**config.mk**
```make
export PLATFORM = sky130hd
export DESIGN_NAME = line_segment_rasterizer
export DESIGN_NICKNAME = d
export VERILOG_FILES = /design/src/hw/rtl/lsr_pkg.sv /design/src/hw/rtl/lsr_setup.sv /design/src/hw/rtl/lsr_stepper.sv /design/src/hw/rtl/lsr_outbuf.sv /design/src/hw/rtl/line_segment_rasterizer.sv
export SDC_FILE = /design/constraint.sdc
export NUM_CORES = 1
export LEC_CHECK = 0
export BUFFER_PORTS_ARGS = -buffer_cell sky130_fd_sc_hd__buf_2
export CAP_MARGIN = 10
export CORE_MARGIN = 2
export CORE_UTILIZATION = 24
export CTS_CLUSTER_SIZE = 8
export DETAILED_ROUTE_END_ITERATION = 10
export GPL_TIMING_DRIVEN = 0
export HOLD_SLACK_MARGIN = 0.12
export SETUP_SLACK_MARGIN = 0.1
export SYNTH_ARGS = -nofsm -noshare
export SYNTH_HDL_FRONTEND = slang
export SYNTH_SLANG_ARGS = --single-unit
```
**constraint.sdc**
```tcl
create_clock -name aclk -period 19.95 [get_ports aclk]
set_input_delay 0.9975 -clock aclk [delete_from_list [all_inputs] [get_ports aclk]]
set_output_delay 0.9975 -clock aclk [all_outputs]
set_load 0.03 [all_outputs]
```
**src/hw/rtl/lsr_pkg.sv**
```systemverilog
// Shared constants and request codes for the line segment rasterizer.
// No dependencies; imported by every module of the block.
`default_nettype none

package lsr_pkg;

    // Default coordinate width
    localparam int COORD_BITS_DEF = 12;

    // Request kind carried in s_tuser
    typedef enum logic {
        OP_START = 1'b0,
        OP_STEP  = 1'b1
    } opcode_t;

endpackage

`default_nettype wire

```
**src/hw/rtl/lsr_setup.sv**
```systemverilog
// Line setup: picks the major axis and orders the endpoints along it.
// Pure combinational logic; depends on lsr_pkg.
`default_nettype none

module lsr_setup #(
    parameter int COORD_BITS = lsr_pkg::COORD_BITS_DEF
) (
    input  wire logic [COORD_BITS-1:0] start_x,
    input  wire logic [COORD_BITS-1:0] start_y,
    input  wire logic [COORD_BITS-1:0] end_x,
    input  wire logic [COORD_BITS-1:0] end_y,
    output logic                       major_is_x,
    output logic [COORD_BITS-1:0]      major_start,
    output logic [COORD_BITS-1:0]      major_end,
    output logic [COORD_BITS-1:0]      minor_start,
    output logic [COORD_BITS-1:0]      major_span,
    output logic signed [COORD_BITS:0] minor_delta,
    output logic                       has_points
);
    import lsr_pkg::*;

    logic [COORD_BITS-1:0] abs_dx;
    logic [COORD_BITS-1:0] abs_dy;
    logic [COORD_BITS-1:0] minor_stop;

    // Absolute spans on both axes
    always_comb begin
        abs_dx = (end_x >= start_x) ? (end_x - start_x) : (start_x - end_x);
        abs_dy = (end_y >= start_y) ? (end_y - start_y) : (start_y - end_y);
    end

    // Major axis choice and endpoint ordering; ties go to y
    always_comb begin
        major_is_x = (abs_dx > abs_dy);
        if (major_is_x) begin
            if (start_x <= end_x) begin
                major_start = start_x;
                minor_start = start_y;
                major_end   = end_x;
                minor_stop  = end_y;
            end else begin
                major_start = end_x;
                minor_start = end_y;
                major_end   = start_x;
                minor_stop  = start_y;
            end
        end else begin
            if (start_y <= end_y) begin
                major_start = start_y;
                minor_start = start_x;
                major_end   = end_y;
                minor_stop  = end_x;
            end else begin
                major_start = end_y;
                minor_start = end_x;
                major_end   = start_y;
                minor_stop  = start_x;
            end
        end
        major_span  = major_end - major_start;
        minor_delta = $signed({1'b0, minor_stop}) - $signed({1'b0, minor_start});
        has_points  = (major_span != '0);
    end

endmodule

`default_nettype wire

```
**src/hw/rtl/lsr_stepper.sv**
```systemverilog
// Line state and per-step point generation with an incremental remainder.
// Depends on lsr_pkg and lsr_setup.
`default_nettype none

module lsr_stepper #(
    parameter int COORD_BITS = lsr_pkg::COORD_BITS_DEF
) (
    input  wire logic                  aclk,
    input  wire logic                  aresetn,
    input  wire logic                  req_valid,
    input  wire lsr_pkg::opcode_t      req_op,
    input  wire logic [COORD_BITS-1:0] req_start_x,
    input  wire logic [COORD_BITS-1:0] req_start_y,
    input  wire logic [COORD_BITS-1:0] req_end_x,
    input  wire logic [COORD_BITS-1:0] req_end_y,
    output logic                       res_valid,
    output logic [COORD_BITS-1:0]      res_x,
    output logic [COORD_BITS-1:0]      res_y,
    output logic                       res_last,
    output logic                       line_active
);
    import lsr_pkg::*;

    logic                       su_major_is_x;
    logic [COORD_BITS-1:0]      su_major_start;
    logic [COORD_BITS-1:0]      su_major_end;
    logic [COORD_BITS-1:0]      su_minor_start;
    logic [COORD_BITS-1:0]      su_major_span;
    logic signed [COORD_BITS:0] su_minor_delta;
    logic                       su_has_points;

    logic                       line_active_reg;
    logic                       major_is_x_reg;
    logic [COORD_BITS-1:0]      major_pos_reg;
    logic [COORD_BITS-1:0]      major_end_reg;
    logic [COORD_BITS-1:0]      minor_pos_reg;
    logic [COORD_BITS-1:0]      major_span_reg;
    logic signed [COORD_BITS:0] minor_delta_reg;
    logic [COORD_BITS-1:0]      step_rem_reg;

    logic                       line_active_next;
    logic [COORD_BITS-1:0]      major_pos_next;
    logic [COORD_BITS-1:0]      minor_pos_next;
    logic [COORD_BITS-1:0]      step_rem_next;

    logic signed [COORD_BITS+1:0] rem_sum;
    logic signed [COORD_BITS+1:0] span_ext;
    logic signed [COORD_BITS+1:0] rem_adj;
    logic                         is_final;
    logic                         do_step;
    logic                         do_start;

    lsr_setup #(
        .COORD_BITS (COORD_BITS)
    ) u_setup (
        .start_x     (req_start_x),
        .start_y     (req_start_y),
        .end_x       (req_end_x),
        .end_y       (req_end_y),
        .major_is_x  (su_major_is_x),
        .major_start (su_major_start),
        .major_end   (su_major_end),
        .minor_start (su_minor_start),
        .major_span  (su_major_span),
        .minor_delta (su_minor_delta),
        .has_points  (su_has_points)
    );

    assign do_start = req_valid && (req_op == OP_START);
    assign do_step  = req_valid && (req_op == OP_STEP) && line_active_reg;

    // Final point when the next major position reaches the exclusive end
    assign is_final = ({1'b0, major_pos_reg} + 1'b1) == {1'b0, major_end_reg};

    // Remainder update: one add, then a compare and correction by the span
    always_comb begin
        span_ext = $signed({2'b00, major_span_reg});
        rem_sum  = $signed({2'b00, step_rem_reg}) + {minor_delta_reg[COORD_BITS], minor_delta_reg};
        rem_adj  = rem_sum;
        minor_pos_next = minor_pos_reg;
        if (rem_sum >= span_ext) begin
            rem_adj        = rem_sum - span_ext;
            minor_pos_next = minor_pos_reg + 1'b1;
        end else if (rem_sum < 0) begin
            rem_adj        = rem_sum + span_ext;
            minor_pos_next = minor_pos_reg - 1'b1;
        end
        step_rem_next    = rem_adj[COORD_BITS-1:0];
        major_pos_next   = major_pos_reg + 1'b1;
        line_active_next = line_active_reg && !is_final;
    end

    // Point coordinates for the current step
    always_comb begin
        res_valid = do_step;
        res_last  = is_final;
        if (major_is_x_reg) begin
            res_x = major_pos_reg;
            res_y = minor_pos_reg;
        end else begin
            res_x = minor_pos_reg;
            res_y = major_pos_reg;
        end
    end

    assign line_active = line_active_reg;

    // Line state
    always_ff @(posedge aclk) begin
        if (!aresetn) begin
            line_active_reg <= 1'b0;
        end else if (do_start) begin
            line_active_reg <= su_has_points;
        end else if (do_step) begin
            line_active_reg <= line_active_next;
        end
    end

    // Line payload, no reset needed
    always_ff @(posedge aclk) begin
        if (do_start) begin
            major_is_x_reg  <= su_major_is_x;
            major_pos_reg   <= su_major_start;
            major_end_reg   <= su_major_end;
            minor_pos_reg   <= su_minor_start;
            major_span_reg  <= su_major_span;
            minor_delta_reg <= su_minor_delta;
            step_rem_reg    <= '0;
        end else if (do_step) begin
            major_pos_reg <= major_pos_next;
            minor_pos_reg <= minor_pos_next;
            step_rem_reg  <= step_rem_next;
        end
    end

endmodule

`default_nettype wire

```
**src/hw/rtl/lsr_outbuf.sv**
```systemverilog
// Result register with a skid stage so s_tready never depends on m_tready.
// Depends on lsr_pkg.
`default_nettype none

module lsr_outbuf #(
    parameter int WIDTH = 2 * lsr_pkg::COORD_BITS_DEF + 1
) (
    input  wire logic             aclk,
    input  wire logic             aresetn,
    input  wire logic             in_valid,
    input  wire logic [WIDTH-1:0] in_data,
    output logic                  in_room,
    output logic                  out_valid,
    output logic [WIDTH-1:0]      out_data,
    input  wire logic             out_ready
);
    import lsr_pkg::*;

    logic             out_valid_reg;
    logic [WIDTH-1:0] out_data_reg;
    logic             skid_valid_reg;
    logic [WIDTH-1:0] skid_data_reg;
    logic             out_free;

    assign out_free  = !out_valid_reg || out_ready;
    assign in_room   = !skid_valid_reg;
    assign out_valid = out_valid_reg;
    assign out_data  = out_data_reg;

    // Valid flags
    always_ff @(posedge aclk) begin
        if (!aresetn) begin
            out_valid_reg  <= 1'b0;
            skid_valid_reg <= 1'b0;
        end else if (out_free) begin
            out_valid_reg  <= skid_valid_reg || in_valid;
            skid_valid_reg <= 1'b0;
        end else if (in_valid) begin
            skid_valid_reg <= 1'b1;
        end
    end

    // Data: skid drains first, new results fill behind
    always_ff @(posedge aclk) begin
        if (out_free) begin
            out_data_reg <= skid_valid_reg ? skid_data_reg : in_data;
        end else if (in_valid) begin
            skid_data_reg <= in_data;
        end
    end

endmodule

`default_nettype wire

```
**src/hw/rtl/line_segment_rasterizer.sv**
```systemverilog
// Line segment rasterizer: a start request loads two endpoints, each step
// request returns one point of the line, the final one flagged by m_tlast.
// An accepted step request's point reaches m_tdata through the output register.
// Throughput: one request per cycle; s_tready drops only while both entries
// of the two-entry output buffer hold points under m_tready back-pressure.
// Reset: synchronous active-low aresetn clears the line and both buffers.
`default_nettype none

module line_segment_rasterizer #(
    parameter int COORD_BITS = lsr_pkg::COORD_BITS_DEF,
    localparam int S_DATA_W  = ((4 * COORD_BITS + 7) / 8) * 8,
    localparam int M_DATA_W  = ((2 * COORD_BITS + 7) / 8) * 8
) (
    input  wire logic                aclk,
    input  wire logic                aresetn,
    input  wire logic                s_tvalid,
    output logic                     s_tready,
    // start_x, start_y, end_x, end_y (lowest bits first), zero padded
    input  wire logic [S_DATA_W-1:0] s_tdata,
    // opcode
    input  wire logic                s_tuser,
    output logic                     m_tvalid,
    input  wire logic                m_tready,
    // point_x, point_y (lowest bits first), zero padded
    output logic [M_DATA_W-1:0]      m_tdata,
    output logic                     m_tlast
);
    import lsr_pkg::*;

    localparam int RES_W = 2 * COORD_BITS + 1;

    logic                  req_valid;
    opcode_t               req_op;
    logic                  res_valid;
    logic [COORD_BITS-1:0] res_x;
    logic [COORD_BITS-1:0] res_y;
    logic                  res_last;
    logic                  line_active;
    logic [RES_W-1:0]      buf_data;

    assign req_valid = s_tvalid && s_tready;
    assign req_op    = opcode_t'(s_tuser);

    lsr_stepper #(
        .COORD_BITS (COORD_BITS)
    ) u_stepper (
        .aclk        (aclk),
        .aresetn     (aresetn),
        .req_valid   (req_valid),
        .req_op      (req_op),
        .req_start_x (s_tdata[COORD_BITS-1:0]),
        .req_start_y (s_tdata[2*COORD_BITS-1:COORD_BITS]),
        .req_end_x   (s_tdata[3*COORD_BITS-1:2*COORD_BITS]),
        .req_end_y   (s_tdata[4*COORD_BITS-1:3*COORD_BITS]),
        .res_valid   (res_valid),
        .res_x       (res_x),
        .res_y       (res_y),
        .res_last    (res_last),
        .line_active (line_active)
    );

    lsr_outbuf #(
        .WIDTH (RES_W)
    ) u_outbuf (
        .aclk      (aclk),
        .aresetn   (aresetn),
        .in_valid  (res_valid),
        .in_data   ({res_last, res_y, res_x}),
        .in_room   (s_tready),
        .out_valid (m_tvalid),
        .out_data  (buf_data),
        .out_ready (m_tready)
    );

    // Unpack the buffered point onto the master side
    assign m_tdata = M_DATA_W'(buf_data[2*COORD_BITS-1:0]);
    assign m_tlast = buf_data[RES_W-1];

    // Back-pressure only when both buffer entries hold points
    a_stall_full: assert property (@(posedge aclk) disable iff (!aresetn)
        !s_tready |-> m_tvalid)
        else $error("s_tready low with empty output register");

    // After every produced point the master side holds valid data in the next cycle
    a_point_out: assert property (@(posedge aclk) disable iff (!aresetn)
        res_valid |=> m_tvalid)
        else $error("produced point not presented");

    // The final point ends the line
    a_last_ends: assert property (@(posedge aclk) disable iff (!aresetn)
        res_valid && res_last |=> !line_active)
        else $error("line still active after final point");

endmodule

`default_nettype wire

```
==> impl_results.md <==
* Status: finished, final reports clean
* Final hold violation count at 0
* Slew Viols, Final at 0
* Hold Buf Count CTS at 0
* Final WS setup at 8.15 ns
* Vias in the first global route at between 10000 and 15000
* Tightest Hold Check Type: flip-flop to flip-flop
* ANT nets after route at 0
* Routed wire length per instance at roughly 18 um
* Antenna fix cells at 0
* Yosys Warn Count at 0
* Post-synthesis cell count at around 1400
* Pwr dens at 187 mW/mm2
* Layout cells sized above 1 at 0.129
* Count of cell types in the netlist at 70
* Crit path kind: input port to flip-flop
* Syn-to-layout area delta at 15.3%
* Top-area cell type share of the netlist area at 0.275
* Via density per instance at 4.95
* Syn nets at 1603
* Effective utilization at floorplan at 0.244
* First-pass GRT wire length at between 60000 and 70000 um
* Seq cells post-synth at between 100 and 150
* TritonCTS clock tree: built
* TritonRoute pass-1 iters at 5
* EDFF count, synth at approximately 110
* Seq/Total Area, Yosys at 0.299
* Critical path fanouts, max at 10
* Worst Hold End: u_stepper.step_rem_reg[8]$_SDFFE_PP0P_
* GR Util All Layers at 0.146
* Final Util at 0.281
* Fraction of registers with async set/reset at 0
* Pleak at 0.00584 uW
* Final net count at ~1700
* Worst slack, placed at between 7 and 8 ns
* Gp weighted congestion at 0.962
* Initial antenna violation count at 0
* Most frequent cell after synthesis: a21oi_1
* DR vias at about 11000
* Setup TNS at 0 ns
* Final HPWL DP at 32000 um
* Clk buf depth at 2
* Clk_skew at slightly below 0.009 ns
* Worst Hold Depth at 2
* Number of DRC markers in iteration 0 at 1136
* Reg2reg path depth at 33
* Post-route insts no fill at 2202
* Final wirelength at just under 40000 um
* MaxCap Viol Count at 0
* Cell taking the most area after synthesis: edfxtp_1
* Fmax at between 80 and 90 MHz
* Final-layout fill cell count at 5402
* Die Y at 230 um
* Register area at 0.00366 mm2
* Die X at 230 um
* Clk sinks at 127
* Slowest cell on crit path: o211ai_1
* Dominant cells by area after synthesis: edfxtp_1 27%, ha_1 13%, a21oi_1 7.5%, mux2_2 5.0%, xnor2_1 4.2%
* Area of the core at 0.0503 mm2
* Cts repair resizes at 0
* Clk_lat worst skew at 0.43 ns
* Num CTS Buffers at 17
* Most frequent CP cell: clkbuf_1
* Synth Flop Type: edfxtp_1
* Clk slew on worst S/H paths at 0.06 ns
* RSZ-0062 raised after global routing: no
* VDD IR max at about 0.094 mV
* Final Cycle Share at 0.592
* Critical Path RT at 20.27 ns
* FF-to-FF End: u_stepper.minor_pos_reg[11]$_DFFE_PP_
* GRT overflow at 0
* Synthesized area at 0.0122 mm2
* Area of the multi-input gates at 0.00786 mm2
* FF-to-FF Start: u_stepper.minor_delta_reg[1]$_DFFE_PP_
* Final setup viols at 0
* Total setup buffers inserted after CTS at 0
* DRC at 0
* Worst-Margin Slew at 0.966 ns
* Dpl cells at approximately 2200
* CP Capture Type: flip-flop
* R2r setup slk at ~13 ns
* Clock tree root buffer cell: clkbuf_16
* Hold slack at 0.468 ns
* Die ar. at 0.0528 mm2
* I/O pin count at 80
* H-tree depth at 4
* Largest net degree at the start of global routing at 38
* Port Buffer Count at a little under 80
* CP startpoint kind: input port
* Slowest stage delay, CP at approximately 0.63 ns
* Worst slew margin at 0.356
* Min Tclk post-route at between 10 and 15 ns
* Arr. time, crit path at about 12 ns
* Top post-synthesis cells by count: 183 x a21oi_1, 133 x nor2_1, 124 x ha_1
* Worst hold start: u_stepper.step_rem_reg[8]$_SDFFE_PP0P_
* Syn avg cell area at approximately 8.6 um2
* Row cnt at 82
-- power breakdown --
group	leakage, uW	internal [uW]	switching, uW
clock network	0.000281	196	120
registers	0.00119	442	46.4
logic	0.00436	712	1130
total	0.00584	1350	1300
-- cells in the final DEF, fill, tap and decap left out, types with 5 or more instances in the layout --
cell type and instances:
mux2i_1 46, inv_1 117, edfxtp_1 112, o21ai_0 86, clkbuf_1 38, clkinv_1 5
a21o_1 31, buf_1 13, o21a_1 6, and2_1 12, and3_1 5, mux2_2 54
nor2_1 132, o31ai_1 5, ha_1 124, xor2_1 24, dfxtp_1 15, a211oi_1 30
nor2b_1 15, nor3_1 11, nand2b_1 12, xnor2_1 59, or3_1 6, nand2_1 104
o211ai_1 14, buf_2 83, o21bai_1 22, buf_4 7, clkbuf_16 17, nand3_1 22
fa_1 10, a21oi_1 183, or2_2 7, nand4_1 14, a221oi_1 5
-- how the worst max path moves through the flow --
| stage | from | slack [ns] | end |
|---|---|---|---|
| global route | s_tdata[2] | 7.62 | u_stepper.line_active$_SDFFE_PN0P_ |
| detailed placement | s_tdata[2] | 7.92 | u_stepper.line_active$_SDFFE_PN0P_ |
| global placement | s_tdata[2] | 7.93 | u_stepper.line_active$_SDFFE_PN0P_ |
| finish | s_tdata[2] | 8.15 | u_stepper.line_active$_SDFFE_PN0P_ |
| floorplan | s_tdata[2] | 10.28 | u_stepper.line_active$_SDFFE_PN0P_ |
| CTS | s_tdata[2] | 8.35 | u_stepper.line_active$_SDFFE_PN0P_ |
-- cell type report --
type,count,area share
clock buffers,18,0.0304
repair buffers,82,0.0310
plain buffers,63,0.0194
flip-flops and latches,127,0.259
inverters,121,0.0322
clock inverters,14,0.0116
well taps,672,0.0596
multi-input cells,1105,0.556
-- worst max-delay path: cells and delay by family --
| family | cells | cell delay, ns |
|---|---|---|
| AO/OA/AOI/OAI | 16 | 3.77 |
| buffers and inverters | 9 | 2.88 |
| AND/OR/NAND/NOR | 10 | 2.79 |
| adder cells (fa/ha/maj) | 4 | 1.46 |
| XOR/XNOR | 2 | 0.21 |
-- cell families (layout without fill, tap and decap cells) --
kind of cell | count (synthesis) | count (layout) | synth area share
AOI/OAI and AO/OA | 428 | 428 | 0.215
and+or+nand+nor | 357 | 357 | 0.134
buffers and inverters | 184 | 298 | 0.0594
adders and majority gates | 136 | 136 | 0.145
DFF | 127 | 127 | 0.299
muxes | 101 | 101 | 0.0885
xor gates and xnor gates | 83 | 83 | 0.0594
-- metrics by stage --
step	instance area [um2]	power (uW)
after global routing	14100	2870
after detailed placement	13500	2300
after floorplan	12200	1830
after CTS	14100	2630
final	14100	2650
after global placement	13500	2260
-- per-layer routing --
layer,up-vias,track usage,wire length (um)
li1,5281,-,-
met1,5153,0.195,17900
met2,414,0.244,18200
met3,54,0.0192,2320
met4,0,0.0508,1090
met5,-,0,0
Note: power is estimated with default switching activity, not from simulation.
